==> config.mk <==
export PLATFORM = sky130hd
export DESIGN_NAME = sdiv_step_stage
export DESIGN_NICKNAME = d
export VERILOG_FILES = /design/src/hw/rtl/sdiv_pkg.sv /design/src/hw/rtl/sdiv_step_stage.sv
export SDC_FILE = /design/constraint.sdc
export NUM_CORES = 1
export LEC_CHECK = 0
export BUFFER_PORTS_ARGS = -buffer_cell sky130_fd_sc_hd__buf_2
export CORE_ASPECT_RATIO = 1.1
export CORE_MARGIN = 5
export CORE_UTILIZATION = 35
export CTS_BUF_LIST = sky130_fd_sc_hd__clkbuf_8
export DETAILED_ROUTE_END_ITERATION = 16
export PLACE_DENSITY = 0.64
export SLEW_MARGIN = 10
export SYNTH_ARGS = -nofsm -noshare
export SYNTH_HDL_FRONTEND = slang
export SYNTH_SLANG_ARGS = --single-unit
==> constraint.sdc <==
create_clock -name clk -period 10.1 [get_ports clk]
set_clock_uncertainty 0.05 [all_clocks]
set_input_delay 1.515 -clock clk [delete_from_list [all_inputs] [get_ports clk]]
set_output_delay 1.515 -clock clk [all_outputs]
set_load 0.02 [all_outputs]
==> src/hw/rtl/sdiv_pkg.sv <==
// Shared types and constants for the signed 64-by-32 divider.
package sdiv_pkg;

  localparam int unsigned DIVIDEND_W = 64;
  localparam int unsigned DIVISOR_W  = 32;
  localparam int unsigned QUOTIENT_W = 32;
  localparam int unsigned DIV_STEPS  = 64;

  typedef struct packed {
    logic                  valid;
    logic                  neg;
    logic [DIVIDEND_W-1:0] mag;
    logic [DIVISOR_W-1:0]  part;
    logic [QUOTIENT_W-1:0] q;
    logic [DIVISOR_W-1:0]  d;
  } sdiv_stage_t;

endpackage

==> src/hw/rtl/sdiv_step_stage.sv <==
// One pipeline stage that performs a fixed number of restoring division steps.
module sdiv_step_stage
  import sdiv_pkg::*;
#(
  parameter int unsigned STEPS = 2
)(
  input  logic        clk,
  input  logic        rst_n,
  input  logic        en,
  input  sdiv_stage_t stage_in,
  output sdiv_stage_t stage_r
);

  sdiv_stage_t stage_nxt;

  always_comb begin
    logic                 top;
    logic [DIVISOR_W-1:0] shifted;
    logic [DIVISOR_W+1:0] diff;
    stage_nxt = stage_in;
    for (int unsigned k = 0; k < STEPS; k++) begin
      top     = stage_nxt.part[DIVISOR_W-1];
      shifted = {stage_nxt.part[DIVISOR_W-2:0], stage_nxt.mag[DIVIDEND_W-1]};
      diff    = {1'b0, top, shifted} - {2'b00, stage_nxt.d};
      stage_nxt.mag = {stage_nxt.mag[DIVIDEND_W-2:0], 1'b0};
      if (!diff[DIVISOR_W+1]) begin
        stage_nxt.part = diff[DIVISOR_W-1:0];
        stage_nxt.q    = {stage_nxt.q[QUOTIENT_W-2:0], 1'b1};
      end else begin
        stage_nxt.part = shifted;
        stage_nxt.q    = {stage_nxt.q[QUOTIENT_W-2:0], 1'b0};
      end
    end
  end

  always_ff @(posedge clk) begin
    if (!rst_n) begin
      stage_r.valid <= 1'b0;
    end else if (en) begin
      stage_r.valid <= stage_nxt.valid;
    end
  end

  always_ff @(posedge clk) begin
    if (en) begin
      stage_r.neg  <= stage_nxt.neg;
      stage_r.mag  <= stage_nxt.mag;
      stage_r.part <= stage_nxt.part;
      stage_r.q    <= stage_nxt.q;
      stage_r.d    <= stage_nxt.d;
    end
  end

endmodule

* After elaboration in Yosys (flattened, before gate mapping)
Cells that the tools add are included.
** Storage, ports and cells
- Output and inout bits :: 162
- Word-level logic and storage cells :: 10
- Input bits :: 165
- Register bits :: 160
** Operators by class
- $add $sub $neg :: 2
- Muxes and demuxes :: 2
** Operators with widths (number)
- 2-to-1 mux 64 bit :: 2
- subtractor 33 x 32 -> 34 bit :: 2

* Logic depth before layout (Yosys ltp)
- Depth in word-level cells :: 4
- Mapped depth :: 26
- Mapped depth without buffers :: 22

* Least setup slack after synthesis
Ideal clock, no wire load.
- Path kind :: in2reg
- Start :: input port stage_in[16] (netlist name)
- End :: register stage_r[66] (netlist name) (data pin)
- Path slack :: 3.387 ns
- Stages on the path :: 22
- Arrival time :: 6.403 ns
- Buffers on the path :: 3
- Cells stage by stage :: inv_1 -> ha_1 -> clkbuf_1 -> nand2_1 -> o211ai_1 -> nor4b_1 -> o31ai_2 -> a211o_1 -> nand2_1 -> buf_4 -> mux2_2 -> ha_1 -> and4_1 -> and2_1 -> a22oi_1 -> a21boi_0 -> o21ai_0 -> a41oi_1 -> and2_4 -> inv_2 -> buf_6 -> mux2_4
** RTL lines
- from (decl) :: line sdiv_step_stage.sv:10 : input sdiv_stage_t stage_in,
- to (decl) :: line sdiv_step_stage.sv:11 : output sdiv_stage_t stage_r

==> impl_metrics.tcl <==
set metrics [dict create \
    status "finished, final reports clean" \
    largest_reg_flops 160 \
    grt_pass1_wl_um 38300 \
    cts_tree "yes" \
    maxSlewHeadroom_pct 37.7 \
    cp.required_ns 10.25 \
    cts_made_buffers 17 \
    top_register "stage_r" \
    layout_common_cells "buf_2 (321), edfxtp_1 (159), a21oi_1 (66)" \
    start_util_pct 35.7 \
    met3_usage_pct 4.97 \
    power_density_nw_per_um2 187 \
    drt_wl_total_um 26000 \
    critPathLaunchType "input port" \
    gp_congestion 0.876 \
    grt_pass1_vias 7083 \
    post_cts_resized 0 \
    slowest_delay_ns 0.78 \
    placementRows 61 \
    ant_nets 0 \
    die_height_um 179 \
    syn_area_um2 9060 \
    syn2layout_area_growth_pct 26.3 \
    max_slew.worst_pin.slew_ns 0.935 \
    io_pins 327 \
    top_regs "stage_r x160" \
    ys_types 68 \
    worstHoldPathType "reg -> reg" \
    antenna_found_initial 6 \
    h-tree-depth 4 \
    die_w_um 163 \
    maxCapViolations 0 \
    clock.fmax_mhz 130 \
    cts_setup_buffers 0 \
    power.leakage_nw 5.04 \
    vias_per_cell 4.96 \
    vias 7183 \
    ctsHoldBuffers 0 \
    cp-end-kind "flip-flop" \
    avgSynthCellArea_um2 11.9 \
    fin_nets 1318 \
    crit_type "in -> reg" \
    arrival_ns 7.82 \
    hold_viol 0 \
    layout_commonest_cell "buf_2" \
    worstPathMaxFanout 23 \
    slew_viol_final 0 \
    grt_overflow 0 \
    clockBufferDepth 2 \
    path_cells "buf_2 > inv_1 > ha_1 > and2_1 > a221oi_1 > a21oi_1 > o31ai_2 > a211o_1 > nand2_1 > buf_4 > mux2_2 > ha_1 > a21oi_1 > nand2_1 > o21ai_0 > o21ai_0 > a21boi_0 > o21ai_0 > a41oi_1 > and2_4 > inv_2 > mux2_4" \
    grt_max_degree 95 \
    ir_worst_vdd_mv 0.0610 \
    slowest_stage "a21boi_0" \
    cts_root_buffer "clkbuf_8" \
    synthFlopType "edfxtp_1" \
    fin_crit_sh_pct 75.9 \
    drt_iter0_markers 418 \
    first_pass_iters 5 \
    setup_ws_ns 2.43 \
    port_buffers 322 \
    wl_per_cell_um 17.9 \
    cts.sinks 160 \
    dp_hpwl_um 20600 \
    met2_usage_pct 31.7 \
    setup_tns_ns 0 \
    nFillCells 2429 \
    drcViolationCount 0 \
    synthArstFlopShare_pct 0 \
    grt_usage_pct 17.0 \
    syn_inst 762 \
    die_area_um2 29200 \
    worst_hold_slack_ns 0.485 \
    setup_viol 0 \
    ys_ff_latch 160 \
    clk_pin_slew_worst_paths_ns 0.09 \
    rsz0062_at_grt "no" \
    ys_seq_area_share_pct 52.9 \
    cpMostUsedCell "o21ai_0" \
    use_met1_pct 18.6 \
    yosysWarnings 0 \
    period_minus_slack_ns 7.67 \
    design.core.area_um2 25400 \
    dp_slack_ns 2.01 \
    clkLatencyLatePin_ns 0.44 \
    grt_busiest_layer "met2" \
    drive_gt1_share_pct 36.7 \
    synth-edff-count 159 \
    p_total_mw 2.14 \
]
-- report_power, final --
| group | total (mW) | internal, mW | leakage [nW] | switching (mW) |
|---|---|---|---|---|
| sequential | 0.861 | 0.842 | 1.56 | 0.0192 |
| combinational | 0.804 | 0.332 | 3.28 | 0.472 |
| clock | 0.473 | 0.188 | 0.201 | 0.285 |
| total | 2.14 | 1.36 | 5.04 | 0.776 |
-- stage by stage --
stage / utilization, % / std cells / instance area [um^2]
after global placement: 43.4 / 1414 / 11000
after detailed placement: 43.4 / 1414 / 11000
after CTS: 45.0 / 1446 / 11400
after floorplan: - / 763 / 9060
final: 45.0 / 1449 / 11400
after global routing: 45.0 / 1447 / 11400
-- worst max-delay path: cells and delay by family --
family          cells  cell delay [ns]
compound gates     10             3.44
fa+ha+maj           2             0.69
buf+inv             4             0.71
mux                 2             0.72
simple gates        4             0.71
-- cell usage after synthesis (4+ instances only) --
library cell    n  area share, %
a211oi_1        9           0.75
a21boi_0        8           0.66
a21o_1         16            1.3
a21oi_1        66            3.6
a31oi_1         5           0.35
and2_1          7           0.48
and3_1          9           0.62
buf_2           4           0.22
clkbuf_1       12           0.50
edfxtp_1      159             53
ha_1           64            8.8
inv_1          47            1.9
mux2_2         18            2.2
mux2_4         18            3.0
mux2i_1         6           0.66
nand2_1        35            1.4
nand2b_1       13           0.90
nand3_1        26            1.4
nand4_1         9           0.62
nor2_1         42            1.7
nor2b_1         7           0.48
nor3_1          9           0.50
o211ai_1        6           0.50
o21a_1          7           0.58
o21ai_0        43            2.4
o21bai_1        6           0.50
o31ai_1         5           0.41
xnor2_1        30            2.9
xor2_1         18            1.7
-- kinds of logic (layout without fill, tap and decap cells) --
| logic type | count (synthesis) | in the layout | share of synthesized area (%) |
|---|---|---|---|
| AO/OA/AOI/OAI | 204 | 204 | 14.5 |
| AND/OR/NAND/NOR | 172 | 172 | 9.58 |
| flip-flops | 160 | 160 | 52.9 |
| buffers and inverters | 69 | 406 | 3.20 |
| adder cells (fa/ha/maj) | 66 | 66 | 9.28 |
| XOR/XNOR | 48 | 48 | 4.64 |
| multiplexers | 42 | 42 | 5.88 |
| other | 1 | 5 | 0.0414 |
-- path summary, 6_finish.rpt --
check	start	to	slack [ns]	depth (start not counted)
worst min-delay path	stage_r[161]$_SDFFE_PN0P_	stage_r[161]$_SDFFE_PN0P_	0.48	2
worst min register to register	stage_r[161]$_SDFFE_PN0P_	stage_r[161]$_SDFFE_PN0P_	0.48	2
worst max register to register	stage_r[161]$_SDFFE_PN0P_	stage_r[161]$_SDFFE_PN0P_	9.45	2
worst max-delay path	stage_in[3]	stage_r[74]$_DFFE_PP_	2.43	22
-- routing by layer --
metal  up-vias  share of wire, %
met3        30               8.1
met1      3366                38
met4        10               1.7
met5         -              0.22
li1       3536                 -
met2       241                52
-- layout make-up --
type                    count  area, um^2  share of cell area, %
repair buffers            326        1650                   14.4
inverters                  48         180                   1.57
flip-flops and latches    160        4790                   41.9
well taps                 346         433                   3.78
clock inverters            15         164                   1.43
multi-input cells         534        3980                   34.8
clock buffers              17         234                   2.05
diodes                      3        7.51                 0.0656
Note: power is estimated with default switching activity, not from simulation.
