===== src/hw/rtl/sdiv_pkg.sv =====
// Shared types and constants for the signed 64-by-32 divider.
package sdiv_pkg;

  localparam int unsigned DIVIDEND_W = 64;
  localparam int unsigned DIVISOR_W  = 32;
  localparam int unsigned QUOTIENT_W = 32;
  localparam int unsigned DIV_STEPS  = 64;

  typedef struct packed {
    logic                  valid;
    logic                  neg;
    logic [DIVIDEND_W-1:0] mag;
    logic [DIVISOR_W-1:0]  part;
    logic [QUOTIENT_W-1:0] q;
    logic [DIVISOR_W-1:0]  d;
  } sdiv_stage_t;

endpackage


===== src/hw/rtl/sdiv_prep.sv =====
// Input stage that registers the divisor and the dividend's magnitude and sign.
module sdiv_prep
  import sdiv_pkg::*;
(
  input  logic                         clk,
  input  logic                         rst_n,
  input  logic                         en,
  input  logic                         in_valid,
  input  logic signed [DIVIDEND_W-1:0] in_dividend,
  input  logic        [DIVISOR_W-1:0]  in_divisor,
  output sdiv_stage_t                  stage_r
);

  logic [DIVIDEND_W-1:0] raw;
  sdiv_stage_t           stage_nxt;

  always_comb begin
    raw             = $unsigned(in_dividend);
    stage_nxt.valid = in_valid;
    stage_nxt.neg   = raw[DIVIDEND_W-1];
    stage_nxt.mag   = raw[DIVIDEND_W-1] ? (~raw + {{(DIVIDEND_W-1){1'b0}}, 1'b1}) : raw;
    stage_nxt.part  = '0;
    stage_nxt.q     = '0;
    stage_nxt.d     = in_divisor;
  end

  always_ff @(posedge clk) begin
    if (!rst_n) begin
      stage_r.valid <= 1'b0;
    end else if (en) begin
      stage_r.valid <= stage_nxt.valid;
    end
  end

  always_ff @(posedge clk) begin
    if (en) begin
      stage_r.neg  <= stage_nxt.neg;
      stage_r.mag  <= stage_nxt.mag;
      stage_r.part <= stage_nxt.part;
      stage_r.q    <= stage_nxt.q;
      stage_r.d    <= stage_nxt.d;
    end
  end

endmodule


===== config.mk =====
export PLATFORM = sky130hd
export DESIGN_NAME = sdiv_prep
export DESIGN_NICKNAME = d
export VERILOG_FILES = /design/src/hw/rtl/sdiv_pkg.sv /design/src/hw/rtl/sdiv_prep.sv
export SDC_FILE = /design/constraint.sdc
export NUM_CORES = 1
export LEC_CHECK = 0
export BUFFER_PORTS_ARGS = -buffer_cell sky130_fd_sc_hd__buf_2
export CORE_ASPECT_RATIO = 1.1
export CORE_MARGIN = 2
export CORE_UTILIZATION = 25
export DETAILED_ROUTE_END_ITERATION = 6
export SETUP_SLACK_MARGIN = 0.4
export SKIP_LAST_GASP = 1
export SYNTH_ARGS = -nofsm -noshare
export SYNTH_HDL_FRONTEND = slang
export SYNTH_SLANG_ARGS = --single-unit

===== constraint.sdc =====
create_clock -name clk -period 2.8 [get_ports clk]
set_clock_uncertainty 0.2 [all_clocks]
set_input_delay 0.28 -clock clk [delete_from_list [all_inputs] [get_ports clk]]
set_output_delay 0.28 -clock clk [all_outputs]
set_load 0.02 [all_outputs]

; ---- After elaboration in Yosys (flattened, before gate mapping)
; Cells that the tools add are included.
[word_totals]
register_bits = 98
out_inout_bits = 162
wordCells = 8
input_bits = 100
[classes]
n_mux = 1
bitwise = 1
add_sub_neg = 1
[op_table]
columns = cell, count
row1 = $add A64 B1 Y64 const B, 1
row2 = $not A64 Y64, 1
row3 = $mux W63, 1

; ---- Longest topological paths before layout
; Gate-level depths: netlist of the first run.
[depth]
ltp_word = 3
depth_mapped = 7
mapped_depth_nobuf = 6

; ---- Least setup slack after synthesis of the first run
; OpenSTA, ideal clock, no wires.
[synth_timing]
path_type = in2reg
from = input in_dividend[15]
to = register stage_r[157] in the netlist's numbering, data pin
path_slack_ns = 0.390
stages = 7
setup_ns = 0.261
required_ns = 2.339
path_buffers = 2
t_arrival_ns = 1.949
path_cell_list = or4_1 > buf_2 > nor3b_4 > nand4_4 > buf_6 > o41ai_4 > xnor2_1
[synth_rtl]
columns = element, line_no
row1 = start: declaration, sdiv_prep.sv:9  ; input logic signed [DIVIDEND_W-1:0] in_dividend,
row2 = end: declaration, sdiv_prep.sv:11  ; output sdiv_stage_t stage_r

==> key figures, run 1 <==
Setup path
  – Worst Setup SP: in_dividend[11]
  – WS Path Type: input port to flip-flop
  – Arrival time at the worst endpoint: 2270 ps
  – Crit path to: stage_r[142]
  – RR Startpoint: stage_r[161]
  – Cells on worst reg2reg path: 3
  – Startpoint Class: input port
  – Nature of the critical path endpoint: flip-flop
  – CP required: 2690 ps
  – R2r endpoint: stage_r[161]
  – R2r setup slk: 1460 ps
  – Crit path max fanout: 14

Timing
  – FMAX: 420 MHz
  – Final Cycle Share: 0.850
  – Setup-failing EPs final: 0
  – Crit path time final: 2380 ps
  – Final hold vios: 0
  – Slew Viols, Final: 0
  – Unrepaired setup endpoints after global routing: yes
  – Final worst slack: 421 ps
  – Total negative slack: 0 ps

Cells and area
  – Filler Cell Count: 1968
  – Commonest non-fill, non-tap cell in the layout: buf_2
  – Final Non-Filler Cells: 876
  – Syn-to-layout area delta: 37.6%
  – Top Registers: stage_r (98)
  – # diodes: 0
  – Share of cells above drive strength 1: 0.407
  – Most frequent cells in the layout: buf_2, edfxtp_1, conb_1
  – Final #Nets: 720
  – Biggest register: stage_r
  – Final instance area: 0.00684 sq mm
  – Max reg flops: 98

Route
  – Residual DRC: 0
  – Initial DRC Count: 188
  – Drt total wl: 13.3 mm
  – Post-DRT Antenna Nets: 0
  – Routed wire per std cell: 15.2 um
  – Initial DRT Pass Iterations: 4
  – Total number of vias: 3701
  – Drt via density: 4.22

CTS
  – Clock sinks: 98
  – Clock slew at reported path FFs: 70 ps
  – CTS Buffer Depth: 2
  – Num CTS Buffers: 9
  – CTS tree: yes
  – Max H-tree Level: 3
  – Skew-Pair Late Insertion Delay: 340 ps
  – Root buffer cell: clkbuf_16

Logic synthesis
  – Mux cell area share after synthesis: 0.00201
  – Synth unique cells: 40
  – Main combinational cell family by area after synthesis: buffers and inverters
  – Synth Cell Area: 0.00497 sq mm
  – Simple-Gate Fraction of Synth Area: 0.102
  – Yosys Warn Count: 0
  – Mapped Avg Cell Area: 13.3 sq um
  – Post-Synth XOR/XNOR Area: 0.107
  – Mapped Cells: 374
  – Synthesis-stage register bit count: 98
  – Compound-Gate Fraction of Synth Area: 0.0828
  – Sequential cell area fraction in the yosys report: 0.590
  – Synth Area in Adders: 0.00252

Pwr
  – VDD IR max: 291 uV
  – PD cells: 559 mW/mm^2
  – Total power: 0.00383 W
  – Seq pwr share: 0.474
  – NetSw: 0.00108 W
  – Internal power: 0.00275 W
  – Clock share of power: 0.333
  – Comb power frac: 0.193
  – LEAKAGE: 2.75 nW
  – Switch share: 0.282

Placed design
  – Setup Slack @ Placement: -51.9 ps
  – Placed cells: 821
  – Port-buffer cells: 197
  – GPL Wtd Cong: 0.772
  – DP HPWL: 9.88 mm
  – Placed cell area: 0.00609 sq mm

GRT
  – GRT Overall Usage: 0.124
  – Grt ovf: 0
  – Largest net degree at the start of global routing: 65
  – Global-route wire length before repair: 20.0 mm
  – Vias in the first global route: 3557
  – Initial antenna violation count: 2

Run status
  – Outcome: finished, final reports clean

Die
  – Row count: 54
  – Die height: 152 um
  – Die width: 138 um
  – Total core area: 0.0197 sq mm
  – Die area: 0.0210 sq mm
  – IO Count: 262
  – Initial Utilization: 0.253

Run
  – Max-Cap Viols: 0

Hold path
  – Min-Delay Path Class: input port to flip-flop
[power groups by stage]
stage / sequential [W] / combinational, W / clock [W]
after global placement: 0.00185 / 0.000691 / 0
after detailed placement: 0.00185 / 0.000700 / 0
final: 0.00181 / 0.000737 / 0.00128
after floorplan: 0.00203 / 0.000280 / 0
after CTS: 0.00182 / 0.000738 / 0.00133
after global routing: 0.00183 / 0.000790 / 0.00139
[synthesized netlist by cell type (all sizes together)]
library cell  instances  area share
dfxtp                 1      0.0040
xnor2                61        0.11
nand4                 3      0.0068
conb                  1     0.00075
or4b                  2      0.0040
nor3                  5      0.0060
mux2i                 1      0.0020
or3                   9       0.011
nand3                 2      0.0030
nor4                  9       0.014
and2                  2      0.0025
o41ai                20       0.042
nor3b                 1      0.0038
o21ai                15       0.015
buf                  71        0.10
nand2b                6      0.0075
nor2b                 1      0.0013
or4                   7       0.011
or2                   4      0.0055
edfxtp               97        0.59
o31ai                17       0.026
ha                    1      0.0025
inv                   3      0.0023
clkbuf                7      0.0053
nand2                20       0.015
nand3b                1      0.0040
and4                  1      0.0018
nor2                  6      0.0045
[worst min path at each step]
stage / from / to / slack [ps] / depth (start not counted)
final: in_dividend[50] / stage_r[146] / 30 / 2
after global routing: in_dividend[50] / stage_r[146] / 20 / 2
after global placement: in_divisor[22] / stage_r[22] / 260 / 1
after floorplan: in_divisor[0] / stage_r[0] / 180 / 0
after detailed placement: in_divisor[27] / stage_r[27] / 260 / 1
after CTS: in_dividend[50] / stage_r[146] / 9 / 2
[worst max-delay path: stages]
cell	delay [ps]
buf_2	130
or4_4	560
nor4_4	400
buf_4	190
nand3_2	60
buf_4	210
o41ai_1	310
xnor2_1	120
[cells by family (layout without fill, tap and decap cells)]
family / count (synthesis) / count (layout)
flops: 98 / 98
compound gates: 52 / 52
fa+ha+maj: 1 / 1
buf+inv: 81 / 268
simple gates: 79 / 79
other cells: 1 / 64
xor+xnor: 61 / 61
mux: 1 / 1
[final cells by class]
| cell class | instances | area (sq um) | share of cell area |
|---|---|---|---|
| inverters | 3 | 11.3 | 0.00165 |
| clock inverters | 6 | 75.1 | 0.0110 |
| repair buffers | 249 | 1500 | 0.220 |
| well taps | 252 | 315 | 0.0461 |
| clock buffers | 10 | 229 | 0.0335 |
| multi-input cells | 258 | 1770 | 0.259 |
| flip-flops and latches | 98 | 2930 | 0.429 |
[what timing repair did]
action | 4_1_cts | 5_1_grt
setup endpoints to repair | 4 | 23
hold buffers | 35 | 0
buffers inserted | 2 | 2
gates resized for setup | 0 | 11
hold endpoints to repair | 34 | 0
pin swaps | 1 | 2
[routing by layer]
layer / track usage / wire length [um] / vias up
met4: 0.0525 / 295 / 4
li1: - / - / 1754
met1: 0.137 / 5090 / 1717
met2: 0.216 / 6620 / 205
met5: 0 / 30 / -
met3: 0.0416 / 1270 / 21
[metrics by stage]
step / util / hold slack, ps
after floorplan: - / 179
after global placement: 0.310 / 256
after detailed placement: 0.310 / 259
after CTS: 0.344 / 9.01
after global routing: 0.348 / 18.0
final: 0.348 / 31.0
Note: power is estimated with default switching activity, not from simulation.
==> inputs of run 2 (changes only) <==
==> constraint.sdc (replaced) <==
create_clock -name clk -period 2.44 [get_ports clk]
set_clock_uncertainty 0.2 [all_clocks]
set_input_delay 0.244 -clock clk [delete_from_list [all_inputs] [get_ports clk]]
set_output_delay 0.244 -clock clk [all_outputs]
set_load 0.02 [all_outputs]
==> run 2 against run 1 <==
Compared with the run above: register-to-register slack worse by 370 ps; largest cell class unchanged; cell area increased by 13%; critical path depth decreased by 1; global-route usage is 0.55 points higher; wire length increased by 6.4%; clock power is 28% higher; critical endpoint is now stage_r[152]; utilization increased by 4.4 points; first-iteration DRC count rose by 13%; combinational power is 27% higher; via count rose by 5.5%; power increased by 22%; sequential power rose by 15%.
==> key figures, run 2 (synthesis gave the netlist of run 1 again) <==
CTS
  – Clock sinks: 98 (unchanged)
  – Num CTS Buffers: 9 (unchanged)
  – Root buffer cell: clkbuf_16
  – Max H-tree Level: 3 (unchanged)
  – CTS tree: yes
  – Clock slew at reported path FFs: 70 ps (about the same)
  – Skew-Pair Late Insertion Delay: 350 ps (about the same)
  – CTS Buffer Depth: 2 (unchanged)

Timing
  – Slew margin rel.: 0.627
  – Least-Margin Pin Slew: 559 ps
  – Slew Viols, Final: 0 (unchanged)
  – FMAX: 467 MHz
  – Unrepaired setup endpoints after global routing: yes
  – Final Cycle Share: 0.878
  – Final hold vios: 0 (unchanged)
  – Setup-failing EPs final: 0 (unchanged)
  – Hold_ws: 16.2 ps (-14.8 ps)
  – Crit path time final: 2140 ps

GRT
  – Largest net degree at the start of global routing: 99 (+52%)
  – Vias in the first global route: 3926 (+10%)
  – Global-route wire length before repair: 21.3 mm (+6.5%)
  – Initial antenna violation count: 3 (+1)
  – GRT Overall Usage: 0.129 (+0.00554)
  – Grt ovf: 0 (unchanged)

Route
  – Post-DRT Antenna Nets: 0 (unchanged)
  – Initial DRC Count: 212 (+13%)
  – Routed wire per std cell: 15.3 um (+0.74%)
  – Total number of vias: 3905 (+5.5%)
  – Drt via density: 4.22 (about the same)
  – Initial DRT Pass Iterations: 6 (+2)
  – Residual DRC: 0 (unchanged)
  – Drt total wl: 14.1 mm (+6.4%)

Die
  – Total core area: 0.0197 sq mm (unchanged)
  – Initial Utilization: 0.253 (unchanged)
  – Row count: 54 (unchanged)
  – Die width: 138 um (unchanged)
  – IO Count: 262 (unchanged)
  – Die area: 0.0210 sq mm (unchanged)
  – Die height: 152 um (unchanged)

Pwr
  – LEAKAGE: 3.24 nW (+18%)
  – PD cells: 605 mW/mm^2 (+8.1%)
  – VDD IR max: 292 uV (+0.11%)

Run
  – Max-Cap Viols: 0 (unchanged)

Cells and area
  – Top Registers: stage_r (98)
  – Max reg flops: 98 (unchanged)
  – Biggest register: stage_r
  – Most frequent cells in the layout: buf_2, edfxtp_1, conb_1
  – Final #Nets: 767 (+6.5%)
  – Final instance area: 0.00771 sq mm (+13%)
  – Share of cells above drive strength 1: 0.494 (+0.0870)
  – Commonest non-fill, non-tap cell in the layout: buf_2
  – Syn-to-layout area delta: 55.0%

Placed design
  – Placed cell area: 0.00659 sq mm (+8.3%)
  – DP HPWL: 10.1 mm (+1.9%)
  – Port-buffer cells: 197 (unchanged)
  – GPL Wtd Cong: 0.808 (+4.7%)

Setup path
  – WS Path Type: input port to flip-flop
  – Nature of the critical path endpoint: flip-flop
  – CP required: 2330 ps (-360 ps)
  – Startpoint Class: input port
  – Crit path max fanout: 7 (-7)
  – Arrival time at the worst endpoint: 2030 ps (-240 ps)
  – R2r setup slk: 1090 ps (-370 ps)

Hold path
  – Min-Delay Path Class: input port to flip-flop

Run status
  – Outcome: finished, final reports clean
## run 2: cell count changes in the layout (fill, tap and decap cells not counted), sizes merged
cell         delta
buf            +42
dlygate4sd3     +5
clkinvlp        -3
diode           +3
bufinv          +2
clkbuf          -1
clkinv          +1
## run 2: final cells by class
cell class | count | area (sq um)
flip-flops and latches | 98 | 2930
repair buffers | 296 | 1940
well taps | 252 | 315
inverters | 3 | 11.3
multi-input cells | 258 | 2170
clock buffers | 9 | 225
diodes | 3 | 7.51
clock inverters | 6 | 113
fillers | 1904 | 12000
## run 2: timing repair
action,CTS,global route
endpoints found under the hold margin,39,0
hold buffers,40,0
pin swaps,5,16
setup endpoints to repair,31,40
buffers inserted,3,3
gates cloned,0,0
resized for setup,13,35
## run 2: critical path, stage by stage
cell	delay, ps
buf_6	90
or4_4	570
buf_6	140
nor3_4	250
nand3b_4	240
o41ai_4	350
xnor2_1	130
## run 2: final timing paths
path	from	to	cells past startpoint
worst max-delay path	in_dividend[30]	stage_r[152]	7
worst min register to register	stage_r[161]	stage_r[161]	3
worst min-delay path	in_dividend[62]	stage_r[158]	2
worst max register to register	stage_r[161]	stage_r[161]	3
## run 2: per-stage QoR
step	TNS, ps	util	setup WS [ps]	power (W)	std cells
after floorplan	0	-	82.0	0.00267	437
after global placement	-1700	0.335	-119	0.00297	861
after detailed placement	-2550	0.335	-179	0.00298	861
after CTS	0	0.379	347	0.00469	919
after global routing	0	0.392	233	0.00486	925
final	0	0.392	298	0.00466	925
## run 2: power breakdown
| part | internal, W | switching (W) | leakage (nW) |
|---|---|---|---|
| clock | 0.00100 | 0.000637 | 0.166 |
| combinational | 0.000359 | 0.000579 | 2.11 |
| sequential | 0.00204 | 0.0000425 | 0.957 |
## run 2: routing by layer
| layer | global-route usage | vias up | share of wire |
|---|---|---|---|
| met5 | 0 | - | 0 |
| met4 | 0.0491 | 0 | 0.016 |
| met3 | 0.0315 | 13 | 0.073 |
| met2 | 0.227 | 197 | 0.50 |
| met1 | 0.152 | 1847 | 0.41 |
| li1 | - | 1848 | - |
==> inputs of run 3 (changes only) <==
--- a/config.mk
+++ b/config.mk
@@ -6,7 +6,7 @@
 export NUM_CORES = 1
 export LEC_CHECK = 0
 export BUFFER_PORTS_ARGS = -buffer_cell sky130_fd_sc_hd__buf_2
-export CORE_ASPECT_RATIO = 1.1
+export CORE_ASPECT_RATIO = 0.5
 export CORE_MARGIN = 2
 export CORE_UTILIZATION = 25
 export DETAILED_ROUTE_END_ITERATION = 6
==> run 3 against run 2 <==
Compared with the run above: maximum frequency grew 3.1%; worst setup slack better by 64 ps; utilization is 0.61 points higher; combinational power grew 1%; flip-flop and latch count is the same; count of clock-buffer cells in the layout is the same; power fell by 2.9%; critical path depth rose by 1; non-clock buffer count rose by 5; sequential share of layout area decreased by 0.19 points; sequential power hardly changed; largest power group unchanged.
==> key figures, run 3 (synthesis gave the netlist of run 1 again) <==
Route
  – Drt via density: 4.08 (-3.3%)
  – Post-DRT Antenna Nets: 0 (unchanged)
  – Residual DRC: 0 (unchanged)
  – Drt total wl: 13.5 mm (-4.6%)
  – Initial DRT Pass Iterations: 4 (-2)
  – Total number of vias: 3855 (-1.3%)
  – Routed wire per std cell: 14.3 um (-6.5%)
  – Initial DRC Count: 173 (-18%)

Die
  – Die area: 0.0211 sq mm (+0.32%)
  – Total core area: 0.0195 sq mm (-1.0%)
  – Initial Utilization: 0.256 (+0.00263)
  – Die height: 104 um (-32%)
  – Row count: 36 (-33%)
  – IO Count: 262 (unchanged)
  – Die width: 203 um (+47%)

Setup path
  – Nature of the critical path endpoint: flip-flop
  – CP Cell Sequence: buf_2 -> or4_4 -> nor4_4 -> buf_4 -> nand4_4 -> buf_12 -> o41ai_2 -> xnor2_1
  – Slowest CP cell: or4_4
  – Arrival time at the worst endpoint: 1970 ps (-60 ps)
  – CP delay by family, top: simple AND/OR/NAND/NOR gates
  – Startpoint Class: input port
  – WS Path Type: input port to flip-flop
  – CP required: 2330 ps (about the same)
  – Crit path max fanout: 13 (+6)
  – Worst path max stage delay: 540 ps (-30 ps)
  – Critical path buffers and inverters: 3 (+1)

Cells and area
  – Top Registers: stage_r (98)
  – Filler Cell Count: 1869 (-1.8%)
  – Max reg flops: 98 (unchanged)
  – Multi-input gate area: 0.00216 sq mm (-0.35%)
  – Sequential standard cell area: 0.00293 sq mm (unchanged)
  – Final Non-Filler Cells: 944 (+2.1%)
  – Most frequent cells in the layout: buf_2, edfxtp_1, conb_1
  – Biggest register: stage_r
  – Syn-to-layout area delta: 55.8%
  – Final #Nets: 772 (+0.65%)
  – Commonest non-fill, non-tap cell in the layout: buf_2
  – Share of cells above drive strength 1: 0.489 (-0.00514)

Pwr
  – PD cells: 585 mW/mm^2 (-3.3%)
  – VDD IR max: 379 uV (+30%)
  – Total power: 0.00453 W (-2.9%)
  – LEAKAGE: 3.24 nW (about the same)

Timing
  – Final Cycle Share: 0.852 (-0.0260)
  – Crit path time final: 2080 ps (-63.5 ps)
  – Unrepaired setup endpoints after global routing: yes
  – Setup-failing EPs final: 0 (unchanged)
  – Total negative slack: 0 ps (unchanged)
  – Final hold vios: 0 (unchanged)
  – Slew Viols, Final: 0 (unchanged)
  – FMAX: 481 MHz (+3.1%)

GRT
  – Grt ovf: 0 (unchanged)
  – Global-route wire length before repair: 20.1 mm (-5.7%)
  – GRT Overall Usage: 0.123 (-0.00586)
  – Initial antenna violation count: 3 (unchanged)
  – Vias in the first global route: 3748 (-4.5%)
  – Largest net degree at the start of global routing: 41 (-59%)

CTS
  – CTS Buffer Depth: 2 (unchanged)
  – Root buffer cell: clkbuf_16
  – Num CTS Buffers: 9 (unchanged)
  – CTS tree: yes
  – Clock slew at reported path FFs: 70 ps (about the same)
  – Skew-Pair Late Insertion Delay: 350 ps (about the same)
  – Clock sinks: 98 (unchanged)
  – Max H-tree Level: 3 (unchanged)

Hold path
  – Min-Delay Path Class: input port to flip-flop

Run
  – Max-Cap Viols: 0 (unchanged)

Placed design
  – GPL Wtd Cong: 0.796 (-1.5%)
  – Placed cells: 873 (+1.4%)
  – DP HPWL: 9.91 mm (-1.6%)
  – Port-buffer cells: 197 (unchanged)

Run status
  – Outcome: finished, final reports clean
run 3: cell types whose count changed in the layout (fill, tap and decap cells not counted), moves of 2 or more:
cell | before | now
dlygate4sd3_1 | 40 | 43
inv_6 | 2 | 0
nand2_1 | 17 | 19
buf_2 | 193 | 190
buf_6 | 9 | 14
run 3: what timing repair did:
action	CTS	global route
hold endpoints to repair	42	0
setup endpoints to repair	22	36
pin swaps	16	11
hold buffers	43	0
buffers inserted	3	7
resized for setup	22	27
run 3: final cells by class:
cell class | instances | share of cell area
sequential | 98 | 0.379
clock buffer | 9 | 0.0291
multi-input combinational | 258 | 0.279
inverter | 3 | 0.00145
timing repair buffer | 301 | 0.258
antenna | 3 | 0.000969
tap | 266 | 0.0430
clock inverter | 6 | 0.0107
run 3: path summary, 6_finish.rpt:
check / start / to / slack [ps] / depth (start not counted)
setup / recovery: in_dividend[11] / stage_r[145] / 360 / 8
hold / removal: in_dividend[60] / stage_r[156] / 10 / 2
setup reg to reg: stage_r[161] / stage_r[161] / 1050 / 3
hold reg to reg: stage_r[161] / stage_r[161] / 920 / 3
run 3: where the power goes:
group,switching (W),internal (W),total (W),leakage [nW]
logic,0.000585,0.000365,0.000949,2.13
registers,0.0000413,0.00204,0.00208,0.957
clock network,0.000609,0.000887,0.00150,0.153
total,0.00124,0.00329,0.00453,3.24
run 3: per-layer routing:
| layer | GRT usage | part of all wire |
|---|---|---|
| met5 | 0 | 0 |
| met4 | 0.0391 | 0.017 |
| met1 | 0.124 | 0.37 |
| met3 | 0.0387 | 0.048 |
| met2 | 0.240 | 0.56 |
run 3: through the flow:
| stage | hold WS, ps | instance area (sq um) | util | worst slack (ps) |
|---|---|---|---|---|
| after global placement | 222 | 6590 | 0.339 | -80.2 |
| after CTS | 1.81 | 7510 | 0.386 | 354 |
| after detailed placement | 223 | 6590 | 0.339 | -110 |
| after global routing | 3.03 | 7740 | 0.398 | 261 |
| after floorplan | 143 | 5410 | - | 82.0 |
| final | 9.79 | 7740 | 0.398 | 362 |
run 3: worst register-to-register path, cell delays in order, from the launching register on:
cell	delay (ps)
dfxtp_1	310
mux2i_1	120
nor2b_1	70
dlygate4sd3_1	570
