### config.mk
export PLATFORM = sky130hd
export DESIGN_NAME = sdiv_fix
export DESIGN_NICKNAME = d
export VERILOG_FILES = /design/src/hw/rtl/sdiv_pkg.sv /design/src/hw/rtl/sdiv_fix.sv
export SDC_FILE = /design/constraint.sdc
export NUM_CORES = 1
export LEC_CHECK = 0
export BUFFER_PORTS_ARGS = -buffer_cell sky130_fd_sc_hd__buf_4
export CAP_MARGIN = 15
export CORE_UTILIZATION = 31
export CTS_CLUSTER_SIZE = 10
export DETAILED_ROUTE_END_ITERATION = 6
export PLACE_DENSITY = 0.76
export SYNTH_ARGS = -nofsm -noshare
export SYNTH_HDL_FRONTEND = slang
export SYNTH_SLANG_ARGS = --single-unit
### constraint.sdc
create_clock -name clk -period 1.9 [get_ports clk]
set_input_delay 0.19 -clock clk [delete_from_list [all_inputs] [get_ports clk]]
set_output_delay 0.19 -clock clk [all_outputs]
set_load 0.02 [all_outputs]
### src/hw/rtl/sdiv_pkg.sv
// Shared types and constants for the signed 64-by-32 divider.
package sdiv_pkg;

  localparam int unsigned DIVIDEND_W = 64;
  localparam int unsigned DIVISOR_W  = 32;
  localparam int unsigned QUOTIENT_W = 32;
  localparam int unsigned DIV_STEPS  = 64;

  typedef struct packed {
    logic                  valid;
    logic                  neg;
    logic [DIVIDEND_W-1:0] mag;
    logic [DIVISOR_W-1:0]  part;
    logic [QUOTIENT_W-1:0] q;
    logic [DIVISOR_W-1:0]  d;
  } sdiv_stage_t;

endpackage

### src/hw/rtl/sdiv_fix.sv
// Output stage that restores the quotient's sign and holds the result beat.
module sdiv_fix
  import sdiv_pkg::*;
(
  input  logic                         clk,
  input  logic                         rst_n,
  input  logic                         en,
  input  sdiv_stage_t                  stage_in,
  output logic                         out_valid_r,
  output logic signed [QUOTIENT_W-1:0] out_quotient_r
);

  logic [QUOTIENT_W-1:0] quotient_nxt;

  always_comb begin
    quotient_nxt = stage_in.neg ? (~stage_in.q + {{(QUOTIENT_W-1){1'b0}}, 1'b1})
                                : stage_in.q;
  end

  always_ff @(posedge clk) begin
    if (!rst_n) begin
      out_valid_r <= 1'b0;
    end else if (en) begin
      out_valid_r <= stage_in.valid;
    end
  end

  always_ff @(posedge clk) begin
    if (en) begin
      out_quotient_r <= $signed(quotient_nxt);
    end
  end

endmodule

Word-level counts from Yosys, hierarchy flattened
Cells that the tools add are included.

$add $sub $neg: 1. Multiplexer cells: 1. Bitwise logic cells: 1.

Operators by type and width (number): 32-bit by 1-bit adder with 32-bit output (second input constant) (1); 32-bit 2-to-1 mux (1); 32-bit NOT (1).

Bits in registers: 33. Input bits: 165. Output and inout port bits: 33.

Logic depth before layout (Yosys ltp)
Gate-level depths: netlist (run 1).

Depth in word-level cells: 3. Mapped depth: 7. Depth with buffers taken out: 6.

Least setup slack after synthesis (run 1)
OpenSTA, ideal clock, no wires.

Kind: input-to-reg. Start: input port stage_in[42] in the netlist's numbering. End: register out_quotient_r[28] (data pin). Data arrival time: 1.737 ns. Data required time: 1.637 ns. Slack: -0.100 ns. Stages: 6. Path buffers: 2. Path through: or4_4 -> or4_4 -> buf_6 -> buf_12 -> o41ai_2 -> xnor2_1.

Longest elaborated chain between the ends: 3.

Ends and longest elaborated chain: start: declaration (line sdiv_fix.sv:8) `input sdiv_stage_t stage_in,`; 32-bit NOT (line sdiv_fix.sv:16) `quotient_nxt = stage_in.neg ? (~stage_in.q + {{(QUOTIENT_W-1){1'b0}}, 1'b1})`; 32-bit by 1-bit adder with 32-bit output (line sdiv_fix.sv:16); 32-bit 2-to-1 mux (line sdiv_fix.sv:16); net quotient_nxt[28] (line sdiv_fix.sv:13) `logic [QUOTIENT_W-1:0] quotient_nxt;`; end signal: assignment (line sdiv_fix.sv:30) `out_quotient_r <= $signed(quotient_nxt);`; end: declaration (line sdiv_fix.sv:10) `output logic signed [QUOTIENT_W-1:0] out_quotient_r`.

The timed path passes the listed nets, and every way through them passes these cells. A chain may end at the register's enable or synchronous reset.

Worst setup path in the final report (run 1)
Start: input port stage_in[40] in the netlist's numbering. End: register out_quotient_r[25] (data pin).

The elaborated chain is that of the path after synthesis.

==> results of run 1 <==
==> logic make-up (layout without fill, tap and decap cells) <==
family          count (synthesis)  count (layout)
simple gates                   28              28
xor+xnor                       30              30
flops                          33              33
compound gates                 28              28
mux                             1               1
fa+ha+maj                       1               1
buf+inv                         9             100
==> sequential cells by signal, summed over array words and instances, names as in the netlist <==
register	cells
out_valid_r	1
out_quotient_r	32
==> repair_timing <==
action                     CTS  global route
setup buffers                0             1
setup endpoints to repair    0             4
resized for setup            0             4
==> layer usage <==
metal,routed length (µm),vias up
li1,-,689
met5,0,-
met3,346,2
met4,15,0
met1,1870,638
met2,1840,52
==> metrics by stage <==
| stage | instance area (µm²) | setup WS [ns] | TNS [ns] |
|---|---|---|---|
| 2_1_floorplan | 1900 | -0.0957 | -1.14 |
| 3_3_place_gp | 2620 | -0.269 | -3.20 |
| 3_5_place_dp | 2620 | -0.290 | -3.52 |
| 4_1_cts | 2720 | 0.00431 | 0 |
| 5_1_grt | 2760 | 0.0159 | 0 |
| 6_report | 2760 | 0.0399 | 0 |
==> worst reg2reg max path, stage by stage (launching register included) <==
cell     delay [ns]
dfxtp_1        0.31
mux2i_1        0.12
nor2b_1        0.06
==> cell usage in the layout (no fill, tap or decap), types with 5 or more instances in the layout <==
cell type | netlist | layout
buf_4 | 2 | 88
clkbuf_8 | 0 | 5
edfxtp_1 | 32 | 32
o21ai_0 | 5 | 5
o31ai_4 | 1 | 6
o41ai_2 | 7 | 6
xnor2_1 | 30 | 30
==> worst paths after layout <==
path                startpoint                  to  slack (ns)
setup / recovery  stage_in[40]  out_quotient_r[25]        0.04
hold / removal    stage_in[32]   out_quotient_r[0]        0.12
setup reg to reg   out_valid_r         out_valid_r        1.31
hold reg to reg    out_valid_r         out_valid_r        0.53
==> layout make-up <==
class	count	area, µm²
Tap cell	72	90.1
Clock inverter	2	33.8
Inverter	2	7.51
Fill cell	504	2850
Multi-Input combinational cell	88	885
Clock buffer	6	72.6
Timing Repair Buffer	90	692
Sequential cell	33	981
==> power by group through the flow <==
| stage | Combinational [mW] | Clock (mW) | Sequential, mW |
|---|---|---|---|
| after floorplan | 0.126 | 0 | 1.03 |
| after global placement | 0.459 | 0 | 0.929 |
| after detailed placement | 0.465 | 0 | 0.928 |
| after CTS | 0.466 | 0.655 | 0.913 |
| after global routing | 0.499 | 0.690 | 0.917 |
| final | 0.466 | 0.636 | 0.911 |
==> impl_summary.log, run 1 <==
INFO  metric path_class = in2reg
INFO  metric reg2regPathDepth = 2
INFO  metric met2_usage = 0.196
INFO  metric pwr-share-clk = 0.316
INFO  metric power_frac_comb = 0.231
INFO  metric synth.mux.area_fraction = 0.00545
INFO  metric dominant_combinational_cell_family_by_area_after_synthesis = compound AO/OA/AOI/OAI gates
INFO  metric synthTopCellsByArea = edfxtp_1, xnor2_1, o41ai_2
INFO  metric hold_depth = 1
INFO  metric power_switching = 0.506 mW
INFO  metric final-setup-viol-count = 0
INFO  metric grt_pass1_wl = between 6 and 7 mm
INFO  metric final_nets = approximately 390
INFO  metric tritoncts.num_buffers = 5
INFO  metric synth.top_cell.area_share = 0.523
INFO  metric count_of_final_hold_check_violations = 0
INFO  metric power.static_leakage = 1.08 nW
INFO  metric drv.max_cap_violation_count = 0
INFO  metric critPathTopFamily = simple AND/OR/NAND/NOR gates
INFO  metric antenna_left = 0
INFO  metric synth_compound_area_frac = 0.177
INFO  metric yosysWarnings = 0
INFO  metric finalNonFillerCells = approximately 290
INFO  metric cts_htree_levels = 2
INFO  metric power.ir.vdd_worst = between 0.2 and 0.3 mV
INFO  metric synth.largest_area_cell = edfxtp_1
INFO  metric p_int = between 1.5 and 2 mW
INFO  metric share_of_power_burned_in_registers = 0.453
INFO  metric synth-async-reset-ratio = 0
INFO  metric gpl.final_weighted_congestion = between 0.7 and 0.8
INFO  metric totalPowerFinal = between 2 and 2.5 mW
INFO  metric grt_antenna_before_repair = 0
INFO  metric grt_util_met1 = 0.177
INFO  metric place_hpwl = between 2 and 3 mm
INFO  metric drt-pass1-iter-count = 4
INFO  metric power.switching_fraction = 0.251
INFO  metric clk_pin_slew = ~0.060 ns
INFO  metric cts_sinks = 33
INFO  metric io-pin-count = roughly 200
INFO  metric cts_hold_buf = 0
INFO  metric antenna_cells = 0
INFO  metric worst_ep_required_time = approximately 1.9 ns
INFO  metric syn-mean-instance-area = around 14 µm²
INFO  metric tritoncts = done
INFO  metric initial_core_util = 0.328
INFO  metric critPathCaptureType = flip-flop
INFO  metric drive_above_1_share = 0.534
INFO  metric power_density = ~730 nW/µm²
INFO  metric timing.hold.worst.class = in2reg
INFO  metric routedWlPerCell = approximately 14 µm
INFO  metric drt_iter0_markers = 52
INFO  metric synth.yosys.seq_area_share = 0.534
INFO  metric path_depth = 6
INFO  metric maximum_number_of_pins_on_one_net_before_global_route_repair = 34
INFO  metric clk-insertion-delay-late = about 0.27 ns
INFO  metric yosys.area_share.adder = 0.00681
INFO  metric detailroute.via_count = 1,381
INFO  metric min_period = about 1.9 ns
INFO  metric critical_path.most_common_cell = or4_4
INFO  metric synth_seq_cells = 33
INFO  metric wirelength = 4.06 mm
INFO  metric finClkSkew = 0 ns
INFO  metric fmax = ~540 MHz
INFO  metric groute.layer.met3.usage = 0.0586
INFO  metric simple_gate_area_share_of_the_yosys_netlist = 0.0987
INFO  metric p_r_area_growth_vs_syn = 50.2%
INFO  metric synth_edf_count = 32
INFO  metric cp-start-kind = input pin
INFO  metric row_count = 27
INFO  metric post-place-cells = between 200 and 300
INFO  metric critical_path_arrival = about 1.9 ns
INFO  metric design.core.area = around 5600 µm²
INFO  metric timing_max_transition_violations_final = 0
INFO  metric postSynthCellCount = 130
INFO  metric outcome = completed
INFO  metric die_h = slightly below 80 µm
INFO  metric grt_busiest_layer = met2
INFO  metric chipWidth = 79 µm
INFO  metric holdWs = 0.121 ns
INFO  metric setup_repair_after_global_routing_missed_its_margin = false
INFO  metric number_of_drc_violations_after_detailed_routing = 0
INFO  metric buffer_ports.inserted = 69
INFO  metric max_stage_delay = between 0.5 and 0.6 ns
INFO  metric critical_path_peak_fanout = 18
INFO  metric yosys_most_used_dff = edfxtp_1
INFO  metric route.detailed.vias_per_inst = 4.71
INFO  metric floorplan.die_area = roughly 6200 µm²
INFO  metric synth_commonest_cells = edfxtp_1, xnor2_1, o41ai_2, o41ai_1
INFO  metric cp_cell_sequence = buf_4 -> or4_4 -> or4_4 -> buf_12 -> o41ai_4 -> xnor2_1
INFO  metric clk_root_buffer_cell = clkbuf_8
INFO  metric slew-limit-headroom = 0.654
INFO  metric synthXorXnorAreaFrac = 0.143
INFO  metric buffers_inverters_on_critical_path = 2
INFO  metric groute.usage.overall = 0.133
INFO  metric worstMarginPinSlew = between 0.5 and 0.6 ns
INFO  metric critical_path.slowest_cell = or4_4
INFO  metric post_layout_utilization_of_the_core = 0.492
INFO  metric synthMostInstantiatedCell = edfxtp_1
INFO  metric synthesis.area = approximately 1800 µm²
INFO  metric gr-total-overflow = 0
INFO  metric cts.path.max_buffers = 2
INFO  metric synth_cell_types = 28
INFO  metric via_count_of_the_first_global_routing_pass = approximately 1,400
INFO  metric syn_nets = 296
INFO  metric finalCritPeriodShare = 0.979
Power figures use the tool's default switching activity.
==> inputs of run 2 (changes only) <==
- CORE_ASPECT_RATIO: default -> 1.5
==> impl_summary.log, run 2 (synthesis gave the netlist of run 1 again) <==
INFO  metric outcome = completed
INFO  metric critical_path_peak_fanout = 17
INFO  metric detailroute.via_count = ~1,400
INFO  metric holdWs = roughly 0.11 ns
INFO  metric die_h = 96.3 µm
INFO  metric power.static_leakage = around 1.0 nW
INFO  metric gpl.final_weighted_congestion = ~0.74
INFO  metric critPathTopFamily = simple AND/OR/NAND/NOR gates
INFO  metric grt_busiest_layer = met2
INFO  metric post-place-cells = 281
INFO  metric met2_usage = 0.228
INFO  metric critical_path.most_common_cell = or4_4
INFO  metric grt_util_met1 = 0.151
INFO  metric antenna_cells = 0
INFO  metric clk_root_buffer_cell = clkbuf_8
INFO  metric clk_pin_slew = about 0.060 ns
INFO  metric critical_path_arrival = between 1.5 and 2 ns
INFO  metric largest_register_ffs = 32
INFO  metric setup_total_negative_slack = 0 ns
INFO  metric gr-total-overflow = 0
INFO  metric buffer_ports.inserted = 69
INFO  metric finClkSkew = 0 ns
INFO  metric worstMarginPinSlew = around 0.51 ns
INFO  metric groute.layer.met3.usage = 0.0273
INFO  metric most-common-layout-cells = buf_4, edfxtp_1, xnor2_1, o31ai_4
INFO  metric cts_sinks = 33
INFO  metric cp_cell_sequence = buf_6 -> or4_4 -> or4_4 -> buf_12 -> buf_4 -> o31ai_4 -> xnor2_1
INFO  metric design.core.area = roughly 5700 µm²
INFO  metric chipWidth = about 65 µm
INFO  metric routedWlPerCell = approximately 14 µm
INFO  metric timing_max_transition_violations_final = 0
INFO  metric route.detailed.vias_per_inst = 4.89
INFO  metric initial_core_util = 0.320
INFO  metric cp-start-kind = input pin
INFO  metric tritoncts.num_buffers = 5
INFO  metric grt_antenna_before_repair = 0
INFO  metric multi_input_comb_area = between 800 and 900 µm²
INFO  metric finalNonFillerCells = 289
INFO  metric layout.filler_cells = 550
INFO  metric power.ir.vdd_worst = around 0.24 mV
INFO  metric drv.max_cap_violation_count = 0
INFO  metric floorplan.die_area = 6250 µm²
INFO  metric layout_commonest_cell = buf_4
INFO  metric fmax = 539 MHz
INFO  metric critical_path.slowest_cell = or4_4
INFO  metric number_of_drc_violations_after_detailed_routing = 0
INFO  metric buffers_inverters_on_critical_path = 3
INFO  metric drive_above_1_share = 0.521
INFO  metric maximum_number_of_pins_on_one_net_before_global_route_repair = 34
INFO  metric antenna_left = 0
INFO  metric setup_repair_after_global_routing_missed_its_margin = true
INFO  metric path_class = in2reg
INFO  metric cts.path.max_buffers = 2
INFO  metric p_r_area_growth_vs_syn = 47.2%
INFO  metric max_stage_delay = 0.54 ns
INFO  metric worst_ep_required_time = just under 2 ns
INFO  metric place_hpwl = roughly 3 mm
INFO  metric registers.top_by_ff_count = out_quotient_r
INFO  metric top_regs = out_quotient_r (32), out_valid_r (1)
INFO  metric final-seq-area = 981 µm²
INFO  metric finalCritPeriodShare = 0.977
INFO  metric wirelength = around 4.0 mm
INFO  metric slew-limit-headroom = 0.661
INFO  metric final_nets = between 300 and 400
INFO  metric timing.hold.worst.class = in2reg
INFO  metric io-pin-count = between 150 and 200
INFO  metric final-setup-viol-count = 0
INFO  metric row_count = 34
INFO  metric grt_pass1_wl = just over 6 mm
INFO  metric groute.usage.overall = 0.132
INFO  metric cts_htree_levels = 2
INFO  metric tritoncts = done
INFO  metric power_density = approximately 690 nW/µm²
INFO  metric critPathCaptureType = flip-flop
INFO  metric clk-insertion-delay-late = ~0.28 ns
INFO  metric setup_slack = around 0.043 ns
INFO  metric count_of_final_hold_check_violations = 0
INFO  metric drt-pass1-iter-count = 4
INFO  metric drt_iter0_markers = between 60 and 70
INFO  metric min_period = 1.86 ns
INFO  metric via_count_of_the_first_global_routing_pass = around 1,300
INFO  metric place_ws = -0.294 ns
==> run 2: cell types whose count changed in the layout (fill, tap and decap cells not counted) <==
cell       previous run  this run
buf_6                 1         2
bufinv_16             1         0
o41ai_2               6         5
o41ai_1               4         5
buf_4                88        84
==> run 2: worst register-to-register path, cell delays in order (launching register included) <==
cell and delay (ns):
dfxtp_1 0.31, mux2i_1 0.12, nor2b_1 0.06
==> run 2: per-layer routing <==
metal | wire, µm | up-vias
li1 | - | 682
met1 | 1640 | 670
met2 | 2050 | 55
met3 | 218 | 6
met4 | 89 | 0
met5 | 0 | -
==> run 2: repair_timing <==
item                       in CTS  in global routing
setup buffers                   0                  1
resized for setup               0                  4
hold buffers                    0                  0
setup endpoints to repair       0                  5
==> run 2: stage by stage <==
step                      total power [mW]   util  cell area (µm²)
after floorplan                       1.15      -             1900
after global placement                1.38  0.452             2590
after detailed placement              1.39  0.452             2590
after CTS                             1.88  0.465             2670
after global routing                  1.95  0.471             2710
final                                 1.86  0.471             2710
==> run 2: worst paths after layout <==
path / depth (start not counted) / slack (ns) / to / from
setup / recovery: 7 / 0.04 / out_quotient_r[15] / stage_in[42]
hold / removal: 1 / 0.11 / out_quotient_r[0] / stage_in[32]
setup reg to reg: 2 / 1.32 / out_valid_r / out_valid_r
hold reg to reg: 2 / 0.52 / out_valid_r / out_valid_r
==> run 2: cell type report <==
cell class | count | share of cell area
clock buffers | 6 | 0.0268
clock inverters | 1 | 0.00139
inverters | 2 | 0.00278
multi-input cells | 88 | 0.324
flip-flops and latches | 33 | 0.363
well taps | 72 | 0.0333
repair buffers | 87 | 0.249
==> run 2: report_power, final <==
group | leakage [nW] | internal, mW | switching, mW | total, mW
clock | 0.0387 | 0.247 | 0.235 | 0.481
sequential | 0.321 | 0.891 | 0.0220 | 0.913
combinational | 0.688 | 0.229 | 0.235 | 0.464
==> inputs of run 3 (changes only) <==
- BUFFER_PORTS_ARGS: -buffer_cell sky130_fd_sc_hd__buf_4 -> -buffer_cell sky130_fd_sc_hd__buf_2
==> impl_summary.log, run 3 (synthesis gave the netlist of run 1 again) <==
INFO  metric cts.path.max_buffers = 2
INFO  metric buffer_ports.inserted = ~70
INFO  metric slew-limit-headroom = 0.719
INFO  metric layout.filler_cells = about 550
INFO  metric cts_sinks = 33
INFO  metric gr-total-overflow = 0
INFO  metric hold_end = out_valid_r
INFO  metric io-pin-count = approximately 200
INFO  metric reg2regPathDepth = 2
INFO  metric grt_antenna_before_repair = 0
INFO  metric worstMarginPinSlew = ~0.42 ns
INFO  metric critical_path.most_common_cell = or4_4
INFO  metric critical_path_peak_fanout = 16
INFO  metric violations = negative setup slack
INFO  metric critPathCaptureType = flip-flop
INFO  metric min_period = between 1.5 and 2 ns
INFO  metric critical_path_arrival = ~1.9 ns
INFO  metric route.detailed.vias_per_inst = about 4.8
INFO  metric groute.usage.overall = 0.141
INFO  metric drive_above_1_share = 0.542
INFO  metric die_h = 96.3 µm
INFO  metric critical_path.slowest_cell = or4_4
INFO  metric worstHoldStart = rst_n
INFO  metric max_stage_delay = 0.56 ns
INFO  metric met2_usage = 0.234
INFO  metric cp-start-kind = input pin
INFO  metric timing_max_transition_violations_final = 0
INFO  metric maximum_number_of_pins_on_one_net_before_global_route_repair = 19
INFO  metric top_regs = out_quotient_r (32), out_valid_r (1)
INFO  metric multi_input_comb_area = about 860 µm²
INFO  metric layout_commonest_cell = buf_2
INFO  metric regToRegSetupSlack = between 1 and 1.5 ns
INFO  metric reg2reg_from = out_valid_r
INFO  metric final-setup-viol-count = 2
INFO  metric final_cell_area = about 2600 µm²
INFO  metric p_r_area_growth_vs_syn = 40.4%
INFO  metric grt_util_met1 = 0.164
INFO  metric endpoint_of_the_worst_slack_reg_to_reg_timing_path = out_valid_r
INFO  metric setup_repair_after_global_routing_missed_its_margin = true
INFO  metric setup_slack = -0.00287 ns
INFO  metric cts_htree_levels = 2
INFO  metric chipWidth = around 65 µm
INFO  metric floorplan.die_area = 6250 µm²
INFO  metric power.ir.vdd_worst = around 0.23 mV
INFO  metric clk-insertion-delay-late = ~0.28 ns
INFO  metric drv.max_cap_violation_count = 0
INFO  metric timing.hold.worst.class = in2reg
INFO  metric place_hpwl = 3.17 mm
INFO  metric most-common-layout-cells = buf_2, edfxtp_1, xnor2_1, buf_4
INFO  metric finClkSkew = 0 ns
INFO  metric drt_iter0_markers = 77
INFO  metric hold_depth = 2
INFO  metric final-seq-area = 981 µm²
INFO  metric antenna_left = 0
INFO  metric cts-resized-gates = 0
INFO  metric outcome = finished, violations left
INFO  metric power.static_leakage = approximately 1.0 nW
INFO  metric cts.repair_timing.setup_buffer_count = 1
INFO  metric routedWlPerCell = 13.9 µm
INFO  metric count_of_final_hold_check_violations = 0
INFO  metric final_nets = 390
INFO  metric grt_busiest_layer = met2
INFO  metric cp_cell_sequence = buf_2 -> or4_4 -> or4_4 -> buf_4 -> o41ai_4 -> xnor2_1
INFO  metric power_density = ~710 nW/µm²
INFO  metric detailroute.via_count = around 1,400
INFO  metric grt_pass1_wl = roughly 6.5 mm
INFO  metric tritoncts = done
INFO  metric row_count = 34
INFO  metric largest_register_ffs = 32
INFO  metric holdWs = ~0.12 ns
INFO  metric path_class = in2reg
INFO  metric via_count_of_the_first_global_routing_pass = 1,359
INFO  metric groute.layer.met3.usage = 0.0344
INFO  metric initial_core_util = 0.320
INFO  metric drt-pass1-iter-count = 4
INFO  metric post_layout_utilization_of_the_core = 0.449
INFO  metric design.core.area = about 5700 µm²
INFO  metric tritoncts.num_buffers = 5
INFO  metric worst_ep_required_time = around 1.9 ns
INFO  metric postPlaceCellArea = between 2000 and 2500 µm²
INFO  metric cts_hold_buf = 0
INFO  metric wirelength = between 4 and 5 mm
INFO  metric fmax = roughly 530 MHz
INFO  metric gpl.final_weighted_congestion = 0.757
INFO  metric clk_pin_slew = ~0.07 ns
INFO  metric clk_root_buffer_cell = clkbuf_8
INFO  metric finalCritPeriodShare = 1.00
INFO  metric number_of_drc_violations_after_detailed_routing = 0
INFO  metric registers.top_by_ff_count = out_quotient_r
INFO  metric antenna_cells = 0
-- run 3: cell types whose count changed in the layout (fill, tap and decap cells not counted), moves of 2 or more --
cell      previous run  this run
clkinv_2             0         2
buf_6                2         0
buf_2                0        69
buf_4               84        23
-- run 3: power breakdown --
group / total (mW) / switching [mW] / leakage [nW] / internal, mW
Combinational: 0.407 / 0.234 / 0.641 / 0.173
Sequential: 0.910 / 0.0202 / 0.321 / 0.890
Clock: 0.509 / 0.257 / 0.0439 / 0.252
-- run 3: critical path: cells and delay by family --
| family | cells | cell delay (ns) |
|---|---|---|
| and+or+nand+nor | 2 | 1.11 |
| AOI/OAI and AO/OA | 1 | 0.23 |
| xor gates and xnor gates | 1 | 0.10 |
| buffers and inverters | 2 | 0.30 |
-- run 3: per-stage QoR --
step / setup WS, ns / power (mW) / std cells / TNS (ns)
detailed placement: -0.392 / 1.34 / 284 / -5.13
CTS: -0.0771 / 1.85 / 293 / -0.326
global route: -0.0353 / 1.92 / 297 / -0.163
global placement: -0.318 / 1.33 / 284 / -4.22
floorplan: -0.0957 / 1.15 / 130 / -1.14
finish: -0.00287 / 1.83 / 297 / -0.00519
-- run 3: routing by layer --
layer / vias to the layer above / wire length (µm)
li1: 700 / -
met1: 650 / 1630
met2: 55 / 2120
met3: 8 / 274
met4: 0 / 108
met5: - / 0
-- run 3: worst max path at each step --
stage / slack (ns) / cells after the start / end / start
6_report: -0.003 / 6 / out_quotient_r[22] / stage_in[42]
4_1_cts: -0.08 / 6 / out_quotient_r[22] / stage_in[42]
3_3_place_gp: -0.32 / 6 / out_quotient_r[22] / stage_in[42]
2_1_floorplan: -0.1 / 6 / out_quotient_r[28] / stage_in[42]
5_1_grt: -0.04 / 6 / out_quotient_r[19] / stage_in[42]
3_5_place_dp: -0.39 / 6 / out_quotient_r[22] / stage_in[42]
-- run 3: layout make-up --
type | count | area share
clock buffer | 5 | 0.0267
clock inverter | 3 | 0.00679
inverter | 2 | 0.00291
sequential | 33 | 0.380
timing repair buffer | 94 | 0.216
multi-input combinational | 88 | 0.333
tap | 72 | 0.0349
